--- src/tfc_pkg.sv ---
// ----------------------------------------------------------------------------
// Time/frame converter package
// Field widths, timing constants and the side record that rides along the
// divider cells.
// ----------------------------------------------------------------------------
`default_nettype none

package tfc_pkg;

    localparam int unsigned SEC_W   = 32;
    localparam int unsigned NSEC_W  = 31;
    localparam int unsigned FRAME_W = 52;
    localparam int unsigned RATE_W  = 20;
    // bits needed for one second counted in nanoseconds
    localparam int unsigned NS_W    = 30;

    // first divider row: frame magnitude or scaled nanoseconds over rate or 1e9
    localparam int unsigned DIV1_W  = FRAME_W;
    localparam int unsigned REM1_W  = NS_W;
    // second divider row: remainder * 1e9 over rate, quotient below 1e9
    localparam int unsigned DIV2_W  = NS_W;
    localparam int unsigned REM2_W  = RATE_W;

    localparam logic [NS_W-1:0] NS_PER_SEC = 30'd1000000000;

    localparam logic signed [NSEC_W-1:0] NSEC_POS     = 31'sd1000000000;
    localparam logic signed [NSEC_W-1:0] NSEC_NEG     = -31'sd1000000000;
    localparam logic signed [NSEC_W-1:0] NSEC_SAT_POS = 31'sd999999999;
    localparam logic signed [NSEC_W-1:0] NSEC_SAT_NEG = -31'sd999999999;

    localparam logic signed [SEC_W-1:0] SEC_MAX = 32'sh7FFFFFFF;
    localparam logic signed [SEC_W-1:0] SEC_MIN = 32'sh80000000;

    localparam logic [RATE_W-1:0] RATE_RESET = 20'd44100;

    localparam logic KIND_TIME  = 1'b0;
    localparam logic KIND_FRAME = 1'b1;

    // request record carried beside the divider data
    typedef struct packed {
        logic               kind;
        logic               neg;
        logic [FRAME_W-1:0] val;
    } side_t;

endpackage

`default_nettype wire

--- src/tfc_div_cell.sv ---
// ----------------------------------------------------------------------------
// Divider cell
// One restoring division step: shifts in the next dividend bit, subtracts the
// divisor when it fits and shifts the quotient bit into the low end.
// ----------------------------------------------------------------------------
`default_nettype none

module tfc_div_cell #(
    parameter int unsigned DW = tfc_pkg::REM1_W,
    parameter int unsigned NW = tfc_pkg::DIV1_W
) (
    input  logic                  clk,
    input  logic                  rst_n,
    input  logic                  en,
    input  logic                  valid_in,
    input  logic [DW-1:0]         rem_in,
    input  logic [NW-1:0]         dq_in,
    input  tfc_pkg::side_t        side_in,
    input  logic [DW-1:0]         divisor,
    output logic                  valid_out,
    output logic [DW-1:0]         rem_out,
    output logic [NW-1:0]         dq_out,
    output tfc_pkg::side_t        side_out
);

    logic                 valid_reg;
    logic [DW-1:0]        rem_reg;
    logic [DW-1:0]        rem_next;
    logic [NW-1:0]        dq_reg;
    logic [NW-1:0]        dq_next;
    tfc_pkg::side_t       side_reg;
    logic [DW:0]          trial;
    logic [DW:0]          diff;
    logic                 take;

    always_comb
    begin
        trial    = {rem_in, dq_in[NW-1]};
        take     = (trial >= {1'b0, divisor});
        diff     = trial - {1'b0, divisor};
        rem_next = take ? diff[DW-1:0] : trial[DW-1:0];
        dq_next  = {dq_in[NW-2:0], take};
    end

    always_ff @(posedge clk or negedge rst_n)
    begin
        if (!rst_n)
        begin
            valid_reg <= 1'b0;
        end
        else if (en)
        begin
            valid_reg <= valid_in;
        end
    end

    always_ff @(posedge clk)
    begin
        if (en)
        begin
            rem_reg  <= rem_next;
            dq_reg   <= dq_next;
            side_reg <= side_in;
        end
    end

    assign valid_out = valid_reg;
    assign rem_out   = rem_reg;
    assign dq_out    = dq_reg;
    assign side_out  = side_reg;

endmodule

`default_nettype wire

--- config.mk ---
export PLATFORM = sky130hd
export DESIGN_NAME = tfc_div_cell
export DESIGN_NICKNAME = d
export VERILOG_FILES = /design/src/tfc_pkg.sv /design/src/tfc_div_cell.sv
export SDC_FILE = /design/constraint.sdc
export NUM_CORES = 1
export LEC_CHECK = 0
export ABC_CLOCK_PERIOD_IN_PS = 800
export BUFFER_PORTS_ARGS = -buffer_cell sky130_fd_sc_hd__buf_4
export CAP_MARGIN = 30
export CORE_ASPECT_RATIO = 1.4
export CORE_MARGIN = 5
export CORE_UTILIZATION = 47
export CTS_CLUSTER_SIZE = 8
export DETAILED_ROUTE_END_ITERATION = 16
export PLACE_DENSITY = 0.81
export SETUP_SLACK_MARGIN = 0.2
export SYNTH_ARGS = -nofsm -noshare
export SYNTH_HDL_FRONTEND = slang
export SYNTH_SLANG_ARGS = --single-unit
--- constraint.sdc ---
create_clock -name clk -period 0.8 [get_ports clk]
set_input_delay 0.04 -clock clk [delete_from_list [all_inputs] [get_ports clk]]
set_output_delay 0.04 -clock clk [all_outputs]
set_load 0.01 [all_outputs]
==> out/metrics.cfg, run 1 <==
[synth]
yosys_warnings=0
synth_top_cell_by_area=edfxtp_1
synth_seq_cells=137
synthTopCellsByArea=edfxtp_1 63%, ha_1 5.8%, o21ai_0 3.0%
synth_top_area_share=0.635
yosysSeqAreaShare=0.639
yosysMostFrequentCell=edfxtp_1
netlist_area_um2=6430
syn_nets=693
syn_avg_cell_area_um2=13.1
yosys_most_used_dff=edfxtp_1
async_flop_share=0.00730
ys_top_cells_by_count=136 x edfxtp_1, 45 x nand2_1, 39 x inv_1, 38 x o21ai_0, 30 x ha_1
netlist-cell-type-count=65
postSynthCellCount=492
synth_edf_count=136

[clocking]
cts_root_buffer=clkbuf_16
cts_sinks=137
cts-buffers-inserted=17
cts_htree_levels=4
clock_path_buffers=2

[placed_design]
port_buffers=306
dp_hpwl_um=17900
post-place-ws_ns=-1.98
gp_congestion=0.920

[global_routing]
grtUsageTotal=0.920
grt_max_degree=39
grt_overflow=704

[sta]
worstEndpointGrtRepair=rem_out[28]$_DFFE_PP_/D
worst-ep-kind=register input

[status]
failed_stage=global routing
error=[ERROR GRT-0232] Routing congestion too high. Check the congestion heatmap in the GUI.
status=did not finish

[floorplan]
die-height_um=148
start_util=0.480
io_pins=307
die_w_um=109
rows=50

## per-layer routing
| layer | GRT overflow | GRT usage |
|---|---|---|
| met1 | 4 | 0.840 |
| met2 | 427 | 1.09 |
| met3 | 12 | 0.780 |
| met4 | 259 | 1.06 |
| met5 | 2 | 0.396 |
## logic make-up after synthesis
| logic type | after synthesis | synth area share |
|---|---|---|
| AO/OA/AOI/OAI | 130 | 0.132 |
| AND/OR/NAND/NOR | 107 | 0.0833 |
| XOR/XNOR | 23 | 0.0313 |
| adder cells (fa/ha/maj) | 31 | 0.0615 |
| buffers and inverters | 61 | 0.0484 |
| multiplexers | 3 | 0.00506 |
| flip-flops | 137 | 0.639 |
## metrics by stage
step	cell area [um2]	TNS, ns	std cells	hold slack, ns
after CTS	12600	-63.49	1236	-0.141
after detailed placement	9880	-53.09	1079	-0.179
after global placement	9880	-51.82	1079	-0.184
after floorplan	6570	-37.86	492	-0.256
## repair_timing
item / 4_1_cts
endpoints found under the setup margin: 169
buffers inserted: 15
pin swaps: 34
hold buffers: 107
hold endpoints to repair: 130
resized for setup: 213
gates cloned: 3
==> run 2, diff against run 1 <==
--- a/config.mk
+++ b/config.mk
@@ -8,13 +8,10 @@
 export ABC_CLOCK_PERIOD_IN_PS = 800
 export BUFFER_PORTS_ARGS = -buffer_cell sky130_fd_sc_hd__buf_4
 export CAP_MARGIN = 30
-export CORE_ASPECT_RATIO = 1.4
 export CORE_MARGIN = 5
-export CORE_UTILIZATION = 47
-export CTS_CLUSTER_SIZE = 8
+export CORE_UTILIZATION = 35
 export DETAILED_ROUTE_END_ITERATION = 16
-export PLACE_DENSITY = 0.81
-export SETUP_SLACK_MARGIN = 0.2
+export PLACE_DENSITY_LB_ADDON = 0.15
 export SYNTH_ARGS = -nofsm -noshare
 export SYNTH_HDL_FRONTEND = slang
 export SYNTH_SLANG_ARGS = --single-unit
==> out/metrics.cfg, run 2 <==
[synth]
netlist-cell-type-count=65  ; unchanged
postSynthCellCount=492  ; unchanged
syn_avg_cell_area_um2=13.1  ; unchanged
yosysSeqAreaShare=0.639  ; unchanged
synth_top_cell_by_area=edfxtp_1
synth_top_area_share=0.635  ; unchanged
syn_nets=693  ; unchanged
yosysMostFrequentCell=edfxtp_1
synth_edf_count=136  ; unchanged
synthTopCellsByArea=edfxtp_1 63%, ha_1 5.8%, o21ai_0 3.0%
yosys_most_used_dff=edfxtp_1
yosys_warnings=0  ; unchanged
synth_seq_cells=137  ; unchanged
async_flop_share=0.00730  ; unchanged
ys_top_cells_by_count=136 x edfxtp_1, 45 x nand2_1, 39 x inv_1, 38 x o21ai_0, 30 x ha_1
netlist_area_um2=6430  ; unchanged

[placed_design]
dpl_cell_area_um2=9920  ; +0.39%
dp_hpwl_um=17500  ; -2.0%
gp_congestion=0.854  ; -7.2%
placed_cells=1125  ; +4.3%
port_buffers=306  ; unchanged

[drt]
first_iter_violations=235
vias=6316
drtAntennaViolNets=0
drc=0
routed_wl_um=26100
drtPass1Iterations=4
wl_per_cell_um=19.8
via_per_inst=4.80

[setup_path]
end_kind=flop
required_ns=0.97
critical-path-max-stage-delay_ns=0.45
crit_slowest_cell=or4_4
crit_path_cell_trace=buf_8 > inv_8 > ha_4 > fa_2 > nor2b_4 > o31a_1 > buf_4 > or4_4 > a311oi_4 > o21ai_2 > a31oi_2 > xor2_1 > o21ai_1
cp.arrival_ns=2.24
path_class=input pin to flop
cp_max_fo=2
start_kind=input pin

[final_layout]
regArea_um2=4110
final_cells=1315
n_fill_cell=1165
layout_commonest_cell=buf_4
n_antenna_cell=0
multi_input_area_um2=2560
drive_gt1_frac=0.538
area_delta_synth_final_pct=104
fin_nets=1274
final_cell_mix=283 x buf_4, 158 x buf_6, 136 x edfxtp_1
fin_area_um2=13100
largest_reg_flops=54

[floorplan]
design.core.area_um2=18000
die-height_um=146  ; -1.9%
rows=49  ; -2.0%
die_area_um2=21200
die_w_um=146  ; +34%
io_pins=307  ; unchanged
start_util=0.357  ; -0.124

[sta]
rsz0062_at_grt=true
fmax_ghz=0.484
hold_viol=0
min_period_ns=2.07
tightest_slew_ns=0.430
fin_crit_sh=2.58
setup_viol=169
setup_slack_ns=-1.27
fin_skew_ns=0
relSlewSlack=0.710
report.final.slew_viol_count=0

[status]
violations=setup timing
status=finished, violations left

[run]
maxCapViolCount=0

[clocking]
cts-buffers-inserted=17  ; unchanged
clock_path_buffers=2  ; unchanged
clkTransAtPathRegs_ns=0.06
clock_latency_ns=0.41
tritoncts=done
cts_root_buffer=clkbuf_16
cts_sinks=137  ; unchanged
cts_htree_levels=4  ; unchanged

[global_routing]
grt_max_degree=59
grt_pass1_vias=6688
grt_overflow=0
grt_pass1_wl_um=37900
grtUsageTotal=0.227
antenna_found_initial=0

[power_and_ir_drop]
power_density_nw_per_um2=1790
p_total_mw=23.5
ir_worst_vdd_mv=1.49
p_leak_nw=5.72

[worst_hold_path]
hp-class=input pin to flop

[run 2: metal layers]
layer | vias to the layer above | wire [um] | global-route usage
met5 | - | 0 | 0
met4 | 0 | 684 | 0.0723
li1 | 2996 | - | -
met2 | 252 | 14000 | 0.409
met1 | 3025 | 9820 | 0.264
met3 | 43 | 1560 | 0.0570
[run 2: final timing paths]
kind | from | end | slack (ns) | cells after the start
max | dq_in[51] | rem_out[22]$_DFFE_PP_ | -1.27 | 13
min | rem_in[19] | rem_out[20]$_DFFE_PP_ | 0.02 | 4
max reg2reg | valid_out$_DFFE_PN0P_ | valid_out$_DFFE_PN0P_ | -0.10 | 2
min reg2reg | valid_out$_DFFE_PN0P_ | valid_out$_DFFE_PN0P_ | 0.65 | 2
max in group asynchronous | rst_n | valid_out$_DFFE_PN0P_ | 0.15 | 3
min in group asynchronous | rst_n | valid_out$_DFFE_PN0P_ | 0.54 | 3
[run 2: area by class of cell]
cell class              instances  share of cell area
clock buffers                  17              0.0324
clock inverters                15             0.00991
inverters                      39              0.0131
multi-input cells             294               0.195
flip-flops and latches        137               0.313
well taps                     229              0.0218
repair buffers                584               0.415
[run 2: logic make-up after synthesis]
| kind of cell | share of synthesized area |
|---|---|
| AO/OA/AOI/OAI | 0.132 |
| XOR/XNOR | 0.0313 |
| adder cells (fa/ha/maj) | 0.0615 |
| buffers and inverters | 0.0484 |
| flip-flops | 0.639 |
| multiplexers | 0.00506 |
| AND/OR/NAND/NOR | 0.0833 |
[run 2: power breakdown]
group	internal [mW]	switching (mW)
Sequential	8.75	0.352
Clock	4.08	3.43
Combinational	4.00	2.90
Total	16.8	6.68
[run 2: metrics by stage]
stage	setup TNS [ns]	hold slack, ns	setup WS, ns	util
floorplan	-37.86	-0.256	-1.51	-
CTS	-62.78	0.00387	-1.31	0.691
detailed placement	-55.87	-0.182	-1.97	0.550
global route	-67.55	0.0164	-1.33	0.729
global placement	-54.38	-0.184	-1.92	0.550
finish	-60.19	0.0203	-1.27	0.729
[run 2: critical path: cells and delay by family]
family / cells / cell delay (ns)
AND/OR/NAND/NOR: 2 / 0.49
adder cells (fa/ha/maj): 2 / 0.35
buffers and inverters: 3 / 0.30
AO/OA/AOI/OAI: 5 / 0.89
XOR/XNOR: 1 / 0.16
[run 2: timing repair]
action                                  4_1_cts  5_1_grt
setup buffers                                10       11
pin swaps                                    20       22
endpoints found under the setup margin      168      168
hold buffers                                131        2
gates cloned                                  2        2
endpoints found under the hold margin       130        2
resized for setup                           143      122
No activity file was read; power rests on OpenSTA's default activity.
