[src/tfc_pkg.sv]
// ----------------------------------------------------------------------------
// Time/frame converter package
// Field widths, timing constants and the side record that rides along the
// divider cells.
// ----------------------------------------------------------------------------
`default_nettype none

package tfc_pkg;

    localparam int unsigned SEC_W   = 32;
    localparam int unsigned NSEC_W  = 31;
    localparam int unsigned FRAME_W = 52;
    localparam int unsigned RATE_W  = 20;
    // bits needed for one second counted in nanoseconds
    localparam int unsigned NS_W    = 30;

    // first divider row: frame magnitude or scaled nanoseconds over rate or 1e9
    localparam int unsigned DIV1_W  = FRAME_W;
    localparam int unsigned REM1_W  = NS_W;
    // second divider row: remainder * 1e9 over rate, quotient below 1e9
    localparam int unsigned DIV2_W  = NS_W;
    localparam int unsigned REM2_W  = RATE_W;

    localparam logic [NS_W-1:0] NS_PER_SEC = 30'd1000000000;

    localparam logic signed [NSEC_W-1:0] NSEC_POS     = 31'sd1000000000;
    localparam logic signed [NSEC_W-1:0] NSEC_NEG     = -31'sd1000000000;
    localparam logic signed [NSEC_W-1:0] NSEC_SAT_POS = 31'sd999999999;
    localparam logic signed [NSEC_W-1:0] NSEC_SAT_NEG = -31'sd999999999;

    localparam logic signed [SEC_W-1:0] SEC_MAX = 32'sh7FFFFFFF;
    localparam logic signed [SEC_W-1:0] SEC_MIN = 32'sh80000000;

    localparam logic [RATE_W-1:0] RATE_RESET = 20'd44100;

    localparam logic KIND_TIME  = 1'b0;
    localparam logic KIND_FRAME = 1'b1;

    // request record carried beside the divider data
    typedef struct packed {
        logic               kind;
        logic               neg;
        logic [FRAME_W-1:0] val;
    } side_t;

endpackage

`default_nettype wire

[src/tfc_front.sv]
// ----------------------------------------------------------------------------
// Converter front end
// Normalizes the timestamp, takes magnitudes and forms the products that
// feed the first divider row for time requests.
// ----------------------------------------------------------------------------
`default_nettype none

module tfc_front (
    input  logic                                clk,
    input  logic                                rst_n,
    input  logic                                en,
    input  logic                                valid_in,
    input  logic                                kind,
    input  logic signed [tfc_pkg::SEC_W-1:0]    seconds,
    input  logic signed [tfc_pkg::NSEC_W-1:0]   nanoseconds,
    input  logic signed [tfc_pkg::FRAME_W-1:0]  frame,
    input  logic [tfc_pkg::RATE_W-1:0]          rate,
    output logic                                valid_out,
    output logic [tfc_pkg::DIV1_W-1:0]          dq_out,
    output tfc_pkg::side_t                      side_out
);

    // stage A: whole seconds folded out of the nanoseconds
    logic                      a_valid_reg;
    logic                      a_kind_reg;
    logic [51:0]               a_frame_reg;
    logic signed [32:0]        a_s_reg;
    logic signed [32:0]        a_s_next;
    logic signed [30:0]        a_n_reg;
    logic signed [30:0]        a_n_next;
    logic signed [32:0]        s_ext;

    // stage B: common sign and magnitudes
    logic                      b_valid_reg;
    logic                      b_kind_reg;
    logic                      b_neg_reg;
    logic                      b_neg_next;
    logic [31:0]               b_ms_reg;
    logic [31:0]               b_ms_next;
    logic [29:0]               b_mn1_reg;
    logic [29:0]               b_mn1_next;
    logic [51:0]               b_fmag_reg;
    logic [51:0]               b_fmag_next;
    logic signed [32:0]        s2;
    logic signed [30:0]        n2;
    logic                      t_neg;
    logic [32:0]               s_neg;
    logic [30:0]               n_neg;
    logic [29:0]               mn;

    // stage M: products into the divider row
    logic                      m_valid_reg;
    logic [51:0]               m_dq_reg;
    logic [51:0]               m_dq_next;
    tfc_pkg::side_t            m_side_reg;
    tfc_pkg::side_t            m_side_next;
    logic [49:0]               prod_ns;
    logic [51:0]               prod_sec;

    always_comb
    begin
        s_ext = {seconds[31], seconds};
        if (nanoseconds >= tfc_pkg::NSEC_POS)
        begin
            a_s_next = s_ext + 33'sd1;
            a_n_next = nanoseconds - tfc_pkg::NSEC_POS;
        end
        else if (nanoseconds <= tfc_pkg::NSEC_NEG)
        begin
            a_s_next = s_ext - 33'sd1;
            a_n_next = nanoseconds + tfc_pkg::NSEC_POS;
        end
        else
        begin
            a_s_next = s_ext;
            a_n_next = nanoseconds;
        end
    end

    always_comb
    begin
        // move one second across when the parts disagree in sign
        if ((a_s_reg < 0) && (a_n_reg > 0))
        begin
            s2 = a_s_reg + 33'sd1;
            n2 = a_n_reg - tfc_pkg::NSEC_POS;
        end
        else if ((a_s_reg > 0) && (a_n_reg < 0))
        begin
            s2 = a_s_reg - 33'sd1;
            n2 = a_n_reg + tfc_pkg::NSEC_POS;
        end
        else
        begin
            s2 = a_s_reg;
            n2 = a_n_reg;
        end
        t_neg       = (s2 < 0) || ((s2 == 0) && (n2 < 0));
        s_neg       = ~s2 + 33'd1;
        n_neg       = ~n2 + 31'd1;
        b_ms_next   = t_neg ? s_neg[31:0] : s2[31:0];
        mn          = t_neg ? n_neg[29:0] : n2[29:0];
        b_mn1_next  = mn + 30'd1;
        b_fmag_next = a_frame_reg[51] ? (~a_frame_reg + 52'd1) : a_frame_reg;
        b_neg_next  = (a_kind_reg == tfc_pkg::KIND_FRAME) ? a_frame_reg[51] : t_neg;
    end

    always_comb
    begin
        prod_ns  = {20'd0, b_mn1_reg} * {30'd0, rate};
        prod_sec = {20'd0, b_ms_reg} * {32'd0, rate};
        m_side_next.kind = b_kind_reg;
        m_side_next.neg  = b_neg_reg;
        if (b_kind_reg == tfc_pkg::KIND_FRAME)
        begin
            m_dq_next       = b_fmag_reg;
            m_side_next.val = '0;
        end
        else
        begin
            m_dq_next       = {2'd0, prod_ns};
            m_side_next.val = prod_sec;
        end
    end

    always_ff @(posedge clk or negedge rst_n)
    begin
        if (!rst_n)
        begin
            a_valid_reg <= 1'b0;
            b_valid_reg <= 1'b0;
            m_valid_reg <= 1'b0;
        end
        else if (en)
        begin
            a_valid_reg <= valid_in;
            b_valid_reg <= a_valid_reg;
            m_valid_reg <= b_valid_reg;
        end
    end

    always_ff @(posedge clk)
    begin
        if (en)
        begin
            a_kind_reg  <= kind;
            a_frame_reg <= frame;
            a_s_reg     <= a_s_next;
            a_n_reg     <= a_n_next;
            b_kind_reg  <= a_kind_reg;
            b_neg_reg   <= b_neg_next;
            b_ms_reg    <= b_ms_next;
            b_mn1_reg   <= b_mn1_next;
            b_fmag_reg  <= b_fmag_next;
            m_dq_reg    <= m_dq_next;
            m_side_reg  <= m_side_next;
        end
    end

    assign valid_out = m_valid_reg;
    assign dq_out    = m_dq_reg;
    assign side_out  = m_side_reg;

endmodule

`default_nettype wire

[config.mk]
export PLATFORM = sky130hd
export DESIGN_NAME = tfc_front
export DESIGN_NICKNAME = d
export VERILOG_FILES = /design/src/tfc_pkg.sv /design/src/tfc_front.sv
export SDC_FILE = /design/constraint.sdc
export NUM_CORES = 2
export LEC_CHECK = 0
export ABC_AREA = 1
export ABC_CLOCK_PERIOD_IN_PS = 15700
export BUFFER_PORTS_ARGS = -buffer_cell sky130_fd_sc_hd__buf_2
export CAP_MARGIN = 30
export CORE_ASPECT_RATIO = 0.8
export CORE_MARGIN = 10
export CORE_UTILIZATION = 65
export DETAILED_ROUTE_END_ITERATION = 8
export PLACE_DENSITY = 0.83
export SLEW_MARGIN = 30
export SYNTH_ARGS = -nofsm -noshare
export SYNTH_HDL_FRONTEND = slang
export SYNTH_SLANG_ARGS = --single-unit
export TNS_END_PERCENT = 5
[constraint.sdc]
create_clock -name clk -period 15.7 [get_ports clk]
set_input_delay 3.14 -clock clk [delete_from_list [all_inputs] [get_ports clk]]
set_output_delay 3.14 -clock clk [all_outputs]
set_load 0.05 [all_outputs]
# --- Word-level counts from Yosys, hierarchy flattened ---
# Cells that the tools add are included.
classes:
  add_sub_neg: 12
  n_mul: 2
  order_cmp: 8
  mux: 13
  bitwise_logic: 3
  reduce_logical: 5
ops:
  columns: ["operator", "count"]
  rows:
  - ["2-to-1 mux 33 bit", 4]
  - ["2-to-1 mux 31 bit", 4]
  - ["less-than comparator 33 x 1 -> 1 bit (second input constant)", 2]
  - ["adder 31 bit (second input constant)", 2]
  - ["less-than comparator 31 x 1 -> 1 bit (second input constant)", 2]
  - ["subtractor 31 bit (second input constant)", 2]
  - ["adder 30 x 1 -> 30 bit (second input constant)", 2]
  - ["adder 52 x 1 -> 52 bit (second input constant)", 1]
  - ["multiplier 32 x 20 -> 52 bit", 1]
  - ["NOT 52 bit", 1]
  - ["2-to-1 mux 51 bit", 1]
  - ["multiplier 30 x 20 -> 50 bit", 1]
  - ["2-to-1 mux 50 bit", 1]
  - ["adder 32 x 2 -> 33 bit (second input constant)", 1]
  - ["adder 33 x 2 -> 33 bit (second input constant)", 1]
  - ["> comparator 33 x 1 -> 1 bit (second input constant)", 1]
  - ["logical NOT 33 bit", 1]
  - ["subtractor 32 x 2 -> 33 bit (second input constant)", 1]
  - ["subtractor 33 x 2 -> 33 bit (second input constant)", 1]
  - ["adder 32 x 1 -> 32 bit (second input constant)", 1]
  - ["2-to-1 mux 32 bit", 1]
  - ["NOT 32 bit", 1]
  - [">= comparator 31 bit (second input constant)", 1]
  - ["> comparator 31 x 1 -> 1 bit (second input constant)", 1]
  - ["6 further kinds", 8]
word_totals:
  register_bits: 342
  input_bits: 140
  output_inout_bits: 107

# --- Longest topological paths before layout ---
depth:
  depth_word: 9
  mapped_depth: 37
  ltp_nobuf: 35

# --- Worst setup path before layout ---
# OpenSTA, ideal clock, no wires.
synth_timing:
  kind: "input to register"
  startpoint: "input rate[5] in the netlist's numbering"
  endpoint: "register m_side_reg, in the netlist side_out[49], data pin"
  t_arrival_ns: 9.524
  required_time_ns: 15.447
  path_slack_ns: 5.923
  stages: 34
  path_cell_list: "clkbuf_1 > clkbuf_1 > nand2_1 > fa_1 > inv_1 > fa_1 > inv_1 > fa_1 > inv_1 > fa_1 > fa_1 > fa_1 > inv_1 > fa_1 > inv_1 > ha_1 > clkbuf_1 > nand2_1 > nor2_1 > nand2_1 > nor3_1 > nor2_1 > inv_1 > nand2_1 > nand2_1 > a21boi_0 > o21ai_0 > nand2_1 > o211ai_1 > nand3_1 > o2111ai_1 > nand2_1 > nand2_1 > nor2_1"
synth_via:
  elab_chain_len: 1
synth_lines:
  columns: ["element", "line_no", "rtl"]
  rows:
  - ["start, declared", "tfc_front.sv:17", "input logic [tfc_pkg::RATE_W-1:0] rate,"]
  - ["multiplier 32 x 20 -> 52 bit", "tfc_front.sv:111", "prod_sec = {20'd0, b_ms_reg} * {32'd0, rate};"]
  - ["end signal, assigned", "tfc_front.sv:156", "m_side_reg <= m_side_next;"]
  - ["end, declared", "tfc_front.sv:55", "tfc_pkg::side_t m_side_reg;"]
# No other way between the ends.
# A chain may end at the register's enable or synchronous reset.

# --- Worst setup path in the final report ---
layout_timing:
  startpoint: "input rate[12] in the netlist's numbering"
  endpoint: "register m_side_reg, in the netlist side_out[49], data pin"
# Same word-level chain as after synthesis.

==> qor.csv <==
metric,value,unit
synthAdderAreaFrac,40.03,%
numCtsBuffers,40,
grt_max_degree,97,
avgSynthCellArea,7.728,um2
synthMuxAreaShare,0.01808,%
initial_utilization,65.55,%
synth.top_cells.by_area,"fa_1, edfxtp_1, nand2_1",
ys_seq_area_share,16.46,%
track_usage,32.38,%
synth_flop_cell,edfxtp_1,
synthSimpleGateAreaFrac,20.83,%
wirelength,175.8,mm
worst_ep_required_time,16090,ps
syn_to_final_growth,5.693,%
period_minus_slack,10780,ps
finalClockSkew,48.01,ps
cts_sinks,342,
drt_drc_violations_left,0,
rr_startpoint,b_ms_reg[9],
grt_setup_unrepaired,false,
gr-total-overflow,0,
worstReg2RegEnd,side_out[49],
htree_levels,2,
maxSlewHeadroom,30.45,%
cts.path.max_buffers,3,
io_buffers,246,
firstDrtPassIters,9,
synth_cells,8060,
die_x,366.1,um
ios,247,
die_h,296.9,um
maxCapViolations,0,
synth-compound-area-share,5.070,%
synth_most_common_cell,nand2_1,
r2r_cells,32,
crit_path_frequent_cell,fa_1,
ys_warn_count,0,
ff_latch_area,10250,um2
wl_per_cell,18.66,um
tightest_slew,1043,ps
viasPerCell,5.594,
layout-drive-gt1-share,6.395,%
end_kind,flop,
ys_top_cells_by_count,"nand2_1, inv_1, fa_1, nor2_1, edfxtp_1",
hold_buffers,0,
dpl.hpwl,137.5,mm
synth_top_cell_by_area,fa_1,
hp-class,flop to flop,
synth_edf_count,339,
cts_root_buf,clkbuf_16,
rows,101,
grt_pass1_wl,286.0,mm
finalSetupTns,0,ps
antenna_found_initial,6,
cts_tree,built,
synthXorXnorAreaFrac,2.852,%
postCtsSetupBuffers,0,
synthDistinctLibCells,68,
syn-num-nets,9571,
worstPathArrival,11170,ps
crit_fanout,39,
drtAntennaViolNets,0,
coreArea,95030,um2
first_global_vias,54410,
vias,52710,
clock_latency,640,ps
worst_path_largest_cell_delay,630,ps
reg2reg_slack,7420,ps
drt-initial-drc-count,5637,
synth_top_family_by_area,adder cells,
async_flop_share,0.8772,%
globalplace.congestion,0.9870,
maxSlewViolCount,0,
syn_area,62290,um2
cp-startpoint,rate[12],
synth-seq-cells,342,
clkTransAtPathRegs,60,ps
synth_top_cell_area_share,33.30,%
endpoint,side_out[49],
design.die.area,108700,um2
largest_reg_flops,54,
finalHoldViolCount,0,
setup_violations,0,
max_freq,92.72,MHz
status,completed,
slowest_stage,a21boi_0,
path_class,primary input to flop,
nets,9612,
multi_input_area,42860,um2
startpoint_type,primary input,
finalCritPeriodShare,68.69,%
fillers,7718,
post_cts_resized,0,
-- area by class of cell --
class / count / area share [%]
Sequential cell: 342 / 15.58
Timing Repair Buffer: 340 / 3.181
Clock buffer: 44 / 1.543
Inverter: 2068 / 11.79
Clock inverter: 28 / 0.3421
Tap cell: 1287 / 2.446
Antenna cell: 3 / 0.01140
Multi-Input combinational cell: 5309 / 65.10
-- cells by family after synthesis --
logic type / after synthesis
AND/OR/NAND/NOR: 3177
buffers and inverters: 2409
adder cells (fa/ha/maj): 1371
AO/OA/AOI/OAI: 558
flip-flops: 342
XOR/XNOR: 202
multiplexers: 1
-- placed cells by master (no fill, tap or decap), types with 16 or more instances in the layout --
| cell type | count |
|---|---|
| nor3_1 | 63 |
| fa_1 | 1036 |
| nor4_1 | 26 |
| nand2_2 | 17 |
| o21ai_0 | 177 |
| ha_1 | 335 |
| xor2_1 | 151 |
| nand3_1 | 232 |
| edfxtp_1 | 339 |
| inv_1 | 2054 |
| nor2_2 | 28 |
| a21oi_1 | 222 |
| clkbuf_16 | 40 |
| buf_4 | 74 |
| xnor2_1 | 50 |
| a31oi_1 | 39 |
| nand4_1 | 67 |
| nor2_1 | 462 |
| buf_2 | 242 |
| o21a_1 | 21 |
| nand2_1 | 2205 |
| or2_2 | 36 |
| clkinv_1 | 16 |
-- worst min-delay path by stage --
stage | from | endpoint | slack, ps | depth (start not counted)
final | b_neg_reg | side_out[52] | 420 | 0
after global routing | b_neg_reg | side_out[52] | 430 | 0
after CTS | b_neg_reg | side_out[52] | 420 | 0
after detailed placement | b_neg_reg | side_out[52] | 410 | 0
after floorplan | b_neg_reg | side_out[52] | 400 | 0
after global placement | b_neg_reg | side_out[52] | 400 | 0
-- worst max-delay path, delay by kind of cell --
kind | cells | cell delay (ps)
AO/OA/AOI/OAI | 6 | 1750
AND/OR/NAND/NOR | 11 | 1080
buffers and inverters | 9 | 1370
adder cells (fa/ha/maj) | 8 | 3810
-- routing by layer --
layer / track usage, % / share of wire [%] / routed length, um / vias to the layer above
met1: 43.87 / 39 / 69220 / 25230
met4: 12.00 / 3.9 / 6904 / 8
li1: - / - / - / 23860
met5: 0 / 0.052 / 92 / -
met2: 50.61 / 45 / 78810 / 3066
met3: 7.647 / 12 / 20780 / 536
-- per-stage QoR --
step	hold slack (ps)	setup slack [ps]	instance area, um2	std cells	util (%)
finish	421.2	4915	65830	9421	69.28
global route	425.2	4629	65830	9419	69.27
CTS	422.2	5130	65750	9412	69.18
detailed placement	408.0	4477	64510	9340	67.88
global placement	402.4	4490	64280	9324	67.64
floorplan	400.3	5923	62290	8060	-
Power is left out: the tool's default activity adds up to more than one toggle a clock period on the data nets, which glitch-free logic cannot reach.
