### src/tfc_pkg.sv
// ----------------------------------------------------------------------------
// Time/frame converter package
// Field widths, timing constants and the side record that rides along the
// divider cells.
// ----------------------------------------------------------------------------
`default_nettype none

package tfc_pkg;

    localparam int unsigned SEC_W   = 32;
    localparam int unsigned NSEC_W  = 31;
    localparam int unsigned FRAME_W = 52;
    localparam int unsigned RATE_W  = 20;
    // bits needed for one second counted in nanoseconds
    localparam int unsigned NS_W    = 30;

    // first divider row: frame magnitude or scaled nanoseconds over rate or 1e9
    localparam int unsigned DIV1_W  = FRAME_W;
    localparam int unsigned REM1_W  = NS_W;
    // second divider row: remainder * 1e9 over rate, quotient below 1e9
    localparam int unsigned DIV2_W  = NS_W;
    localparam int unsigned REM2_W  = RATE_W;

    localparam logic [NS_W-1:0] NS_PER_SEC = 30'd1000000000;

    localparam logic signed [NSEC_W-1:0] NSEC_POS     = 31'sd1000000000;
    localparam logic signed [NSEC_W-1:0] NSEC_NEG     = -31'sd1000000000;
    localparam logic signed [NSEC_W-1:0] NSEC_SAT_POS = 31'sd999999999;
    localparam logic signed [NSEC_W-1:0] NSEC_SAT_NEG = -31'sd999999999;

    localparam logic signed [SEC_W-1:0] SEC_MAX = 32'sh7FFFFFFF;
    localparam logic signed [SEC_W-1:0] SEC_MIN = 32'sh80000000;

    localparam logic [RATE_W-1:0] RATE_RESET = 20'd44100;

    localparam logic KIND_TIME  = 1'b0;
    localparam logic KIND_FRAME = 1'b1;

    // request record carried beside the divider data
    typedef struct packed {
        logic               kind;
        logic               neg;
        logic [FRAME_W-1:0] val;
    } side_t;

endpackage

`default_nettype wire

### src/tfc_back.sv
// ----------------------------------------------------------------------------
// Converter back end
// Applies signs, saturates whole seconds and holds the result register.
// ----------------------------------------------------------------------------
`default_nettype none

module tfc_back (
    input  logic                                clk,
    input  logic                                rst_n,
    input  logic                                en,
    input  logic                                valid_in,
    input  logic [tfc_pkg::DIV2_W-1:0]          quot,
    input  tfc_pkg::side_t                      side_in,
    input  logic                                rate_zero,
    output logic                                valid_out,
    output logic signed [tfc_pkg::FRAME_W-1:0]  frame_out,
    output logic signed [tfc_pkg::SEC_W-1:0]    seconds_out,
    output logic signed [tfc_pkg::NSEC_W-1:0]   nanoseconds_out,
    output logic                                overflow
);

    logic                 valid_reg;
    logic [51:0]          frame_reg;
    logic [51:0]          frame_next;
    logic [31:0]          sec_reg;
    logic [31:0]          sec_next;
    logic [30:0]          nsec_reg;
    logic [30:0]          nsec_next;
    logic                 ovf_reg;
    logic                 ovf_next;
    logic [51:0]          q;
    logic [30:0]          ns_ext;
    logic                 sat_pos;
    logic                 sat_neg;

    always_comb
    begin
        q       = side_in.val;
        ns_ext  = {1'b0, quot};
        sat_pos = !side_in.neg && (q[51:31] != '0);
        sat_neg = side_in.neg && ((q[51:32] != '0) || (q[31] && (q[30:0] != '0)));

        frame_next = '0;
        sec_next   = '0;
        nsec_next  = '0;
        ovf_next   = 1'b0;
        if (side_in.kind == tfc_pkg::KIND_TIME)
        begin
            frame_next = side_in.neg ? (~q + 52'd1) : q;
        end
        else if (!rate_zero)
        begin
            if (sat_pos)
            begin
                sec_next  = tfc_pkg::SEC_MAX;
                nsec_next = tfc_pkg::NSEC_SAT_POS;
                ovf_next  = 1'b1;
            end
            else if (sat_neg)
            begin
                sec_next  = tfc_pkg::SEC_MIN;
                nsec_next = tfc_pkg::NSEC_SAT_NEG;
                ovf_next  = 1'b1;
            end
            else if (side_in.neg)
            begin
                sec_next  = ~q[31:0] + 32'd1;
                nsec_next = ~ns_ext + 31'd1;
            end
            else
            begin
                sec_next  = q[31:0];
                nsec_next = ns_ext;
            end
        end
    end

    always_ff @(posedge clk or negedge rst_n)
    begin
        if (!rst_n)
        begin
            valid_reg <= 1'b0;
        end
        else if (en)
        begin
            valid_reg <= valid_in;
        end
    end

    always_ff @(posedge clk)
    begin
        if (en)
        begin
            frame_reg <= frame_next;
            sec_reg   <= sec_next;
            nsec_reg  <= nsec_next;
            ovf_reg   <= ovf_next;
        end
    end

    assign valid_out       = valid_reg;
    assign frame_out       = frame_reg;
    assign seconds_out     = sec_reg;
    assign nanoseconds_out = nsec_reg;
    assign overflow        = ovf_reg;

endmodule

`default_nettype wire

### config.mk
export PLATFORM = sky130hd
export DESIGN_NAME = tfc_back
export DESIGN_NICKNAME = d
export VERILOG_FILES = /design/src/tfc_pkg.sv /design/src/tfc_back.sv
export SDC_FILE = /design/constraint.sdc
export NUM_CORES = 1
export LEC_CHECK = 0
export BUFFER_PORTS_ARGS = -buffer_cell sky130_fd_sc_hd__buf_2
export CAP_MARGIN = 20
export CORE_UTILIZATION = 52
export CTS_CLUSTER_DIAMETER = 100
export CTS_CLUSTER_SIZE = 25
export DETAILED_ROUTE_END_ITERATION = 12
export PLACE_DENSITY = 0.9
export REMOVE_ABC_BUFFERS = 1
export SLEW_MARGIN = 25
export SYNTH_ARGS = -nofsm -noshare
export SYNTH_HDL_FRONTEND = slang
export SYNTH_SLANG_ARGS = --single-unit
### constraint.sdc
create_clock -name clk -period 0.8 [get_ports clk]
set_input_delay 0.16 -clock clk [delete_from_list [all_inputs] [get_ports clk]]
set_output_delay 0.16 -clock clk [all_outputs]
set_load 0.02 [all_outputs]
-- After elaboration in Yosys (flattened, before gate mapping)
Index checks and enable logic that the tools add are counted.
- register bits: 117
- output and inout bits: 117
- logic and storage cells: 33
- reduce and logical (&&, ||, !) cells: 10
- bitwise operators: 4
- multiplexer cells: 9
- add/subtract/negate cells: 3
- operator list (cell ; count):
    two-way mux 31 bit ; 3
    two-way mux 32 bit ; 2
    adder 52 x 1 -> 52 bit, second input constant ; 1
    two-way mux 52 bit ; 1
    NOT 52 bit ; 1
    adder 32 x 1 -> 32 bit, second input constant ; 1
    NOT 32 bit ; 1
    adder 31 x 1 -> 31 bit, second input constant ; 1
    NOT 30 -> 31 bit ; 1
    nonzero test 31 bit ; 1
    two-way mux 30 bit ; 1
    nonzero test 21 bit ; 1
    nonzero test 20 bit ; 1
    logical AND 1 bit ; 3
    OR reduction 3 bit ; 1
    two-way mux 1 bit ; 2
    OR reduction 2 bit ; 1
    logical NOT 1 bit ; 1
    logical OR 1 bit ; 1
    NOT 1 bit ; 1

-- Depth between registers and ports, before layout
Gate-level depths: netlist (run 1).
- depth in word-level cells: 6
- gate-level depth with buffers: 10
- mapped depth without buffers: 8

-- Worst setup path after synthesis (run 1)
No wires, ideal clock.
- kind: input -> register
- start point: in side_in[17] (netlist name)
- end point: reg nsec_reg[21], in the netlist nanoseconds_out[21], data pin
- slack: -1.726 ns
- setup time: 0.254 ns
- data arrival time: 2.272 ns
- stages: 8
- cell sequence: clkbuf_1 -> or4_1 -> nor4_4 -> nand4b_1 -> a21oi_1 -> buf_4 -> a41oi_1 -> o21a_1
- cells in the longest elaborated chain, start to end: 5
- RTL lines (element ; line ; source):
    start, declared ; tfc_back.sv:13 ; input tfc_pkg::side_t side_in,
    nonzero test 31 bit ; tfc_back.sv:41 ; sat_neg = side_in.neg && ((q[51:32] != '0) || (q[31] && (q[30:0] != '0)));
    logical AND 1 bit ; tfc_back.sv:41 ;
    logical OR 1 bit ; tfc_back.sv:41 ;
    logical AND 1 bit ; tfc_back.sv:41 ;
    two-way mux 31 bit ; tfc_back.sv:59 ; else if (sat_neg)
    end signal, assigned ; tfc_back.sv:96 ; nsec_reg <= nsec_next;
    end, declared ; tfc_back.sv:27 ; logic [30:0] nsec_reg;
No other way between the ends.
A chain may end at the register's enable or synchronous reset.

-- Worst setup path after layout (run 1)
- start point: in quot[6] (netlist name)
- end point: reg nsec_reg[28], in the netlist nanoseconds_out[28], data pin
- cells in the longest elaborated chain, start to end: 5
- RTL lines (element ; line ; source):
    start, declared ; tfc_back.sv:12 ; input logic [tfc_pkg::DIV2_W-1:0] quot,
    NOT 30 -> 31 bit ; tfc_back.sv:68 ; nsec_next = ~ns_ext + 31'd1;
    adder 31 x 1 -> 31 bit ; tfc_back.sv:68 ;
    two-way mux 31 bit ; tfc_back.sv:65 ; else if (side_in.neg)
    two-way mux 31 bit ; tfc_back.sv:59 ;
    two-way mux 30 bit ; tfc_back.sv:53 ; if (sat_pos)
No other way between the ends.

==> metrics, run 1 <==
Hold/Removal Path Class=input port to flop; CTS Buffer Depth=2; post-synthesis area per instance=10.5 um^2; GRT Util Overall=between 40% and 50%; Overall Power=about 21 mW; Post-Route WL=39700 um; cell chain of the critical path=buf_2 -> or4_4 -> nor4_4 -> buf_4 -> nand3b_1 -> or3_1 -> a21oi_1 -> nor3_2; drt wl/cell=about 32 um; fillers=263; critical path endpoint category=flop; Compound-Gate Fraction of Synth Area=~14%; Chip Width=117 um; largest family of logic cells by synthesized area=simple AND/OR/NAND/NOR gates; share of flip-flops with an asynchronous set or reset=less than 1%; Clk Latency, worst-skew pair=420 ps; unrepaired setup endpoints after global routing=yes; Pins Over Slew Limit=0; register area share after synthesis=about half; vias per cell=between 7 and 8; cells on worst reg2reg path=1; Root Buffer=clkbuf_16; Synthesis Warnings=0; Worst Skew=0 ps; remaining antenna violation count after routing=0; EDFF count, synth=roughly 120; capture point of the worst path=nanoseconds_out[28]; starting density of the core=a little over half; MaxCap Viol Count=0; mux cell area share after synthesis=approximately 1.1%; DRC Markers=0; H-tree levels=4; I/O pin cnt=~210; Synth Area in Adders=0.365%; first-pass GRT wire length=41000 um; full die area=between 10000 and 15000 um^2; crit path DAT=roughly 3100 ps; CTS clk-pin slew, worst paths=around 70 ps; post-synth cell types=56; final setup vio count=231; setup ws final=-2110 ps; Inst Count DP=roughly 1200; CP Launch Type=input port; Slew @ Worst Pin=~800 ps; Area growth syn-to-layout=78.3%; Crit path largest cell delay=710 ps; first-pass iteration count of the detailed router=8; HPWL Detailed=between 15000 and 20000 um; violated checks=negative setup slack; status=finished, violations left; final worst path period need=~2900 ps; Worst setup startpoint=quot[6]; nets=1135; CTS sink cnt=117; via count=about 9000; worst vdd ir=about 1.3 mV; post-synthesis register bit count=117; total congestion overflow=0; Hold Violations, Final=0; r2r endpoint=valid_out; Final Non-Filler Cells=1237; pwr dens=1720 nW/um^2; # port buffers=205; DRT iter0 DRCs=about 1800; vias in the first global route=between 7000 and 8000; Die Ht=approximately 120 um; maximum number of pins on one net before global-route repair=between 50 and 60; layout cells sized above 1=between 60 and 70%; Fmax=about 340 MHz; Worst path slowest cell=a21oi_1; Gate Count Post-Synth=between 600 and 700; Cell Area, Synth=around 7000 um^2; Worst slew margin=between 40% and 50%; LEAKAGE=about 5 nW; simple-gate share of the synthesized area=18.6%; worst endpoint required time=roughly 940 ps; TritonCTS clock tree=yes; antenna violations before repair=10; R2R setup slack=around 40 ps; crit-path max FO=6; WHS=approximately 37 ps; std cell rows=about 40; Post-Synth XOR/XNOR Area=10.7%; fin crit share=364%; GP Congestion=approximately 0.90; predominant post-synthesis flop cell=edfxtp_1; cts bufs inserted=17; crit path kind=input port to flop; worst reg2reg startpoint=valid_out; setup TNS=-188000 ps; Core Region=roughly 13000 um^2
[worst min path at each step]
stage | from | endpoint | slack (ps) | cells past startpoint
after CTS | rst_n | valid_out | 30 | 2
after detailed placement | rst_n | valid_out | -60 | 1
after global placement | rst_n | valid_out | -60 | 1
final | en | seconds_out[3] | 40 | 1
after floorplan | rst_n | valid_out | -140 | 0
after global routing | en | seconds_out[3] | 40 | 1
[per-stage QoR]
step	utilization, %	cell area (um^2)	worst slack [ps]
finish	96.1	12200	-2110
global route	96.0	12200	-2150
CTS	88.3	11200	-1370
detailed placement	73.4	9340	-1900
global placement	73.4	9340	-1830
floorplan	-	6640	-1990
[registers in the layout, summed over array words and instances (netlist names)]
register         flops
frame_out           52
seconds_out         32
valid_out            1
overflow             1
nanoseconds_out     31
[cell usage after synthesis, types with 3 or more instances]
library cell / count / area (um^2)
a211oi_2: 24 / 300
a21oi_1: 30 / 150
and2_1: 3 / 18.8
and3_1: 3 / 18.8
buf_2: 3 / 15.0
buf_4: 3 / 22.5
clkbuf_1: 38 / 143
edfxtp_1: 116 / 3480
inv_1: 8 / 30.0
mux2_2: 6 / 67.6
nand2_1: 46 / 173
nand2b_1: 4 / 25.0
nand3_1: 6 / 30.0
nand3b_1: 3 / 22.5
nand4_1: 6 / 37.5
nand4b_1: 4 / 35.0
nor2_1: 94 / 353
nor3_1: 29 / 145
nor4_1: 7 / 43.8
o21ai_0: 35 / 175
o31ai_1: 16 / 120
o41ai_1: 9 / 78.8
or2_2: 7 / 43.8
or3_1: 19 / 119
or4_1: 11 / 82.6
xnor2_1: 15 / 131
xor2_1: 69 / 604
[critical path: cells and delay by family]
family,cells,cell delay [ps]
compound gates,1,710
buf+inv,2,330
simple gates,5,1840
[layout by cell type, fill, tap and decap left out, types with 9 or more instances in the layout]
cell,synthesis,routed
buf_4,3,157
buf_6,2,149
edfxtp_1,116,116
buf_2,3,96
nor2_1,94,73
xor2_1,69,63
nand2_1,46,33
a211oi_2,24,24
a21oi_1,30,21
clkbuf_16,0,17
nor2_2,0,15
xnor2_1,15,14
nor3_2,0,12
or3_1,19,11
nor3_1,29,11
o21ai_4,0,11
buf_12,0,11
a21oi_2,1,10
o31ai_4,0,10
o21ai_2,0,9
o21ai_0,35,9
[layout make-up]
type	instances	area, um^2	area share (%)
repair buffers	421	3680	30.1
flip-flops and latches	117	3510	28.7
clock buffers	18	429	3.51
inverters	8	38.8	0.317
multi-input cells	479	4140	33.9
well taps	172	215	1.76
clock inverters	14	185	1.52
diodes	8	20.0	0.164
[layer usage]
layer	global-route usage [%]	part of all wire, %	vias to the layer above
met3	12.2	16	459
met2	70.5	43	1245
met1	42.3	29	3993
met4	32.9	11	6
met5	0	0.30	-
li1	-	-	3197
[cell families (layout without fill, tap and decap cells)]
group,Yosys count,count (layout)
compound gates,132,132
other cells,0,8
buf+inv,56,461
flops,117,117
xor+xnor,84,84
fa+ha+maj,2,2
simple gates,254,254
mux,7,7
[report_power, final]
part	total, mW	switching [mW]	internal [mW]
Clock	8.48	3.29	5.20
Combinational	4.91	2.85	2.06
Sequential	7.66	0.339	7.32
[repair_timing]
item | CTS | global route
hold endpoints to repair | 2 | 0
pin swaps | 67 | 67
hold buffers | 2 | 0
setup buffers | 16 | 22
endpoints found under the setup margin | 231 | 231
resized for setup | 279 | 219
gates cloned | 1 | 0
Note: power is estimated with default switching activity, not from simulation.
==> run 2: changes to the inputs <==
--- a/config.mk
+++ b/config.mk
@@ -6,7 +6,6 @@
 export NUM_CORES = 1
 export LEC_CHECK = 0
 export BUFFER_PORTS_ARGS = -buffer_cell sky130_fd_sc_hd__buf_2
-export CAP_MARGIN = 20
 export CORE_UTILIZATION = 52
 export CTS_CLUSTER_DIAMETER = 100
 export CTS_CLUSTER_SIZE = 25
==> constraint.sdc (replaced) <==
create_clock -name clk -period 3 [get_ports clk]
set_input_delay 0.6 -clock clk [delete_from_list [all_inputs] [get_ports clk]]
set_output_delay 0.6 -clock clk [all_outputs]
set_load 0.02 [all_outputs]
==> metrics, run 2 (same netlist as run 1, synthesis figures left out) <==
status=completed; H-tree levels=4; TritonCTS clock tree=yes; Flop pwr share=around 40%; HPWL Detailed=approximately 13000 um; worst endpoint required time=between 3000 and 4000 ps; vias per cell=5.67; # port buffers=between 200 and 250; vias in the first global route=roughly 5500; Area growth syn-to-layout=31.1%; final setup vio count=0; critical path's top delay family=simple AND/OR/NAND/NOR gates; fillers=approximately 940; Root Buffer=clkbuf_16; Die Ht=about 120 um; fin crit share=91.4%; combinational share of power=roughly 16%; Core Region=~13000 um^2; GRT Util Overall=about 27%; Post-CTS Resized=0; Fmax=365 MHz; drt wl/cell=~17 um; cts bufs inserted=17; Hold Violations, Final=0; Switch Pwr=1.25 mW; CP Launch Type=input port; Worst path slowest cell=or4_4; Crit path largest cell delay=roughly 540 ps; Final Non-Filler Cells=1073; max reg flops=52; std cell rows=about 40; first-pass GRT wire length=28200 um; cell area after layout=between 8000 and 9000 um^2; critical path endpoint category=flop; DRC Markers=0; full die area=between 10000 and 15000 um^2; Chip Width=between 100 and 150 um; nets=slightly below 1000; Power Internal=3.59 mW; crit-path max FO=15; fin util=70.6%; Worst Skew=0 ps; Slew @ Worst Pin=roughly 660 ps; layout cells sized above 1=37.5%; remaining antenna violation count after routing=0; Overall Power=approximately 4.8 mW; Ant. Diodes=0; CTS sink cnt=117; pwr dens=538 nW/um^2; cell chain of the critical path=buf_2 -> or4_4 -> or4_4 -> or3_1 -> buf_4 -> o211ai_4 -> nand2_4 -> buf_4 -> nor3_1; maximum number of pins on one net before global-route repair=~120; MaxCap Viol Count=0; Post-Place Cell Area=around 8400 um^2; setup TNS=0 ps; Inst Count DP=about 1000; Clk Latency, worst-skew pair=410 ps; total congestion overflow=0; antenna violations before repair=0; final worst path period need=between 2000 and 3000 ps; crit path DAT=2990 ps; CTS Buffer Depth=2; first-pass iteration count of the detailed router=5; crit path buf inv count=3; Post-Route WL=about 18000 um; Clk pwr share=between 40% and 50%; commonest non-fill, non-tap cells in the layout=buf_2 (203), edfxtp_1 (116), nor2_1 (94); starting density of the core=a little over half; Worst slew margin=55.9%; Pins Over Slew Limit=0; crit path kind=input port to flop; CTS clk-pin slew, worst paths=approximately 50 ps; I/O pin cnt=between 200 and 250; Hold/Removal Path Class=input port to flop; DRT iter0 DRCs=roughly 450; via count=6087; unrepaired setup endpoints after global routing=no; most common cell after layout, fill and taps aside=buf_2; worst vdd ir=approximately 0.31 mV; Switching Fraction=about a quarter; GP Congestion=~0.89; LEAKAGE=around 3.7 nW
run 2: worst paths after layout:
| kind | startpoint | end | slack [ps] | cells after the start |
|---|---|---|---|---|
| max in group asynchronous | rst_n | valid_out | 2420 | 2 |
| min in group asynchronous | rst_n | valid_out | 490 | 2 |
| hold / removal | valid_in | valid_out | 430 | 2 |
| setup reg to reg | valid_out | valid_out | 2260 | 1 |
| hold reg to reg | valid_out | valid_out | 510 | 1 |
| setup / recovery | side_in[37] | seconds_out[23] | 260 | 9 |
run 2: metrics by stage:
step | hold slack (ps) | setup slack [ps]
CTS | 412 | 279
floorplan | 304 | -226
global route | 431 | 139
global placement | 375 | -95.6
detailed placement | 377 | -135
finish | 427 | 258
run 2: power by group through the flow:
stage	Sequential, mW	Clock, mW	Combinational, mW
after floorplan	2.19	0	0.204
after global placement	2.02	0	0.745
after detailed placement	2.02	0	0.763
after CTS	1.99	2.09	0.768
after global routing	2.00	2.15	0.832
final	1.99	2.08	0.769
run 2: routing by layer:
layer  GRT usage [%]  share of wire, %  vias to the layer above
li1                -                 -                     2873
met1            34.8                41                     2849
met2            45.2                49                      324
met3            5.77               7.3                       41
met4            13.1               3.0                        0
met5               0                 0                        -
run 2: timing repair:
item,4_1_cts,5_1_grt
endpoints found under the hold margin,1,0
hold buffers,1,0
buffers inserted,0,0
run 2: final cells by class:
cell class	count	area, um^2	share of cell area (%)
sequential	117	3510	39.0
inverter	8	30.0	0.334
timing repair buffer	265	1530	17.1
tap	172	215	2.39
multi-input combinational	479	3100	34.5
clock inverter	13	163	1.81
clock buffer	19	433	4.82
==> run 3: changes to the inputs <==
--- a/config.mk
+++ b/config.mk
@@ -6,11 +6,12 @@
 export NUM_CORES = 1
 export LEC_CHECK = 0
 export BUFFER_PORTS_ARGS = -buffer_cell sky130_fd_sc_hd__buf_2
-export CORE_UTILIZATION = 52
+export CORE_UTILIZATION = 50
 export CTS_CLUSTER_DIAMETER = 100
 export CTS_CLUSTER_SIZE = 25
 export DETAILED_ROUTE_END_ITERATION = 12
-export PLACE_DENSITY = 0.9
+export PLACE_DENSITY = 0.87
+export RECOVER_POWER = 50
 export REMOVE_ABC_BUFFERS = 1
 export SLEW_MARGIN = 25
 export SYNTH_ARGS = -nofsm -noshare
==> metrics, run 3 (same netlist as run 1, synthesis figures left out) <==
status=finished, violations left; violated checks=max-capacitance violations, max-slew violations; hold buffers post-CTS=1; Worst slew margin=-50.1%; via count=about 6000; Inst Count DP=1039; Crit path largest cell delay=approximately 540 ps; layout cells sized above 1=31.2%; Core Region=13300 um^2; nets=a little under 1000; Post-Route WL=~19000 um; pre-CTS setup slack=-154 ps; most common cell after layout, fill and taps aside=buf_2; fin util=66.7%; MaxCap Viol Count=1; Ant. Diodes=0; Final Non-Filler Cells=approximately 1100; HPWL Detailed=around 13000 um; final worst path period need=about 2700 ps; CTS sink cnt=approximately 120; Root Buffer=clkbuf_16; crit path kind=input port to flop; fin crit share=a little over 90%; first-pass iteration count of the detailed router=7; remaining antenna violation count after routing=0; worst endpoint required time=around 3200 ps; Worst Skew=0 ps; crit-path max FO=25; CP Launch Type=input port; std cell rows=42; Worst path slowest cell=or4_4; unrepaired setup endpoints after global routing=no; Clk Latency, worst-skew pair=between 400 and 500 ps; max reg flops=52; antenna violations before repair=0; combinational share of power=between 15 and 20%; Switching Fraction=a little over a quarter; cell chain of the critical path=buf_2 -> or4_4 -> or4_4 -> or3_1 -> buf_4 -> o211ai_4 -> nand2_4 -> buf_12 -> nor3_1; Flop pwr share=a little over two fifths; Area growth syn-to-layout=29.5%; GRT Util Overall=a little over a quarter; DRT iter0 DRCs=about 450; Post-Place Cell Area=roughly 8400 um^2; Hold/Removal Path Class=input port to flop; commonest non-fill, non-tap cells in the layout=buf_2 (152), edfxtp_1 (116), nor2_1 (94); vias in the first global route=~5700; Slew @ Worst Pin=roughly 2300 ps; Fmax=about 370 MHz; setup ws final=between 200 and 300 ps; Hold Violations, Final=0; I/O pin cnt=just over 200; Setup Fix Bufs, Post-CTS=0; maximum number of pins on one net before global-route repair=54; total congestion overflow=0; Switch Pwr=roughly 1.3 mW; critical path's top delay family=simple AND/OR/NAND/NOR gates; critical path endpoint category=flop; crit path DAT=between 2000 and 3000 ps; Chip Width=119 um; full die area=between 10000 and 15000 um^2; CP dominant cell by count=or4_4; GP Congestion=about 0.85; CTS clk-pin slew, worst paths=around 50 ps; worst vdd ir=0.302 mV; H-tree levels=4; Clk pwr share=42.1%; crit path buf inv count=3; starting density of the core=between 50% and 60%; pwr dens=roughly 530 nW/um^2; cts bufs inserted=17; CTS Buffer Depth=2; vias per cell=about 5.6; first-pass GRT wire length=around 29000 um; Die Ht=approximately 120 um; drt wl/cell=around 17 um; cell area after layout=roughly 8900 um^2; final setup vio count=0; # port buffers=205; LEAKAGE=~3.5 nW; Pins Over Slew Limit=39; TritonCTS clock tree=yes; Post-CTS Resized=0; DRC Markers=0; Power Internal=about 3.5 mW
[run 3: per-stage QoR]
stage	total power, mW	hold WS [ps]	setup TNS [ps]
floorplan	2.39	304	-7410
global placement	2.77	376	-1310
detailed placement	2.78	377	-2800
CTS	4.78	403	0
global route	4.90	409	0
finish	4.74	420	0
[run 3: final cells by class]
cell class	instances	area, um^2
Clock buffer	19	433
Tap cell	176	220
Multi-Input combinational cell	479	3100
Clock inverter	12	138
Inverter	8	30.0
Timing Repair Buffer	260	1440
Sequential cell	117	3510
Fill cell	1054	4420
[run 3: worst paths after layout]
kind / start / to / slack [ps] / cells after the start
worst max-delay path: side_in[37] / seconds_out[4] / 260 / 9
worst min-delay path: valid_in / valid_out / 420 / 2
worst max register to register: valid_out / valid_out / 2250 / 1
worst min register to register: valid_out / valid_out / 510 / 1
max in group asynchronous: rst_n / valid_out / 2430 / 2
min in group asynchronous: rst_n / valid_out / 480 / 2
[run 3: layer usage]
metal / GRT usage, % / part of all wire, % / up-vias
li1: - / - / 2860
met5: 0 / 0 / -
met2: 43.5 / 48 / 291
met1: 33.1 / 42 / 2815
met3: 4.98 / 7.1 / 41
met4: 12.1 / 2.9 / 0
[run 3: power groups by stage]
| stage | clock network, mW | registers [mW] | logic [mW] |
|---|---|---|---|
| 2_1_floorplan | 0 | 2.19 | 0.204 |
| 3_3_place_gp | 0 | 2.02 | 0.747 |
| 3_5_place_dp | 0 | 2.02 | 0.763 |
| 4_1_cts | 2.02 | 1.99 | 0.769 |
| 5_1_grt | 2.09 | 2.00 | 0.807 |
| 6_report | 1.99 | 1.99 | 0.750 |
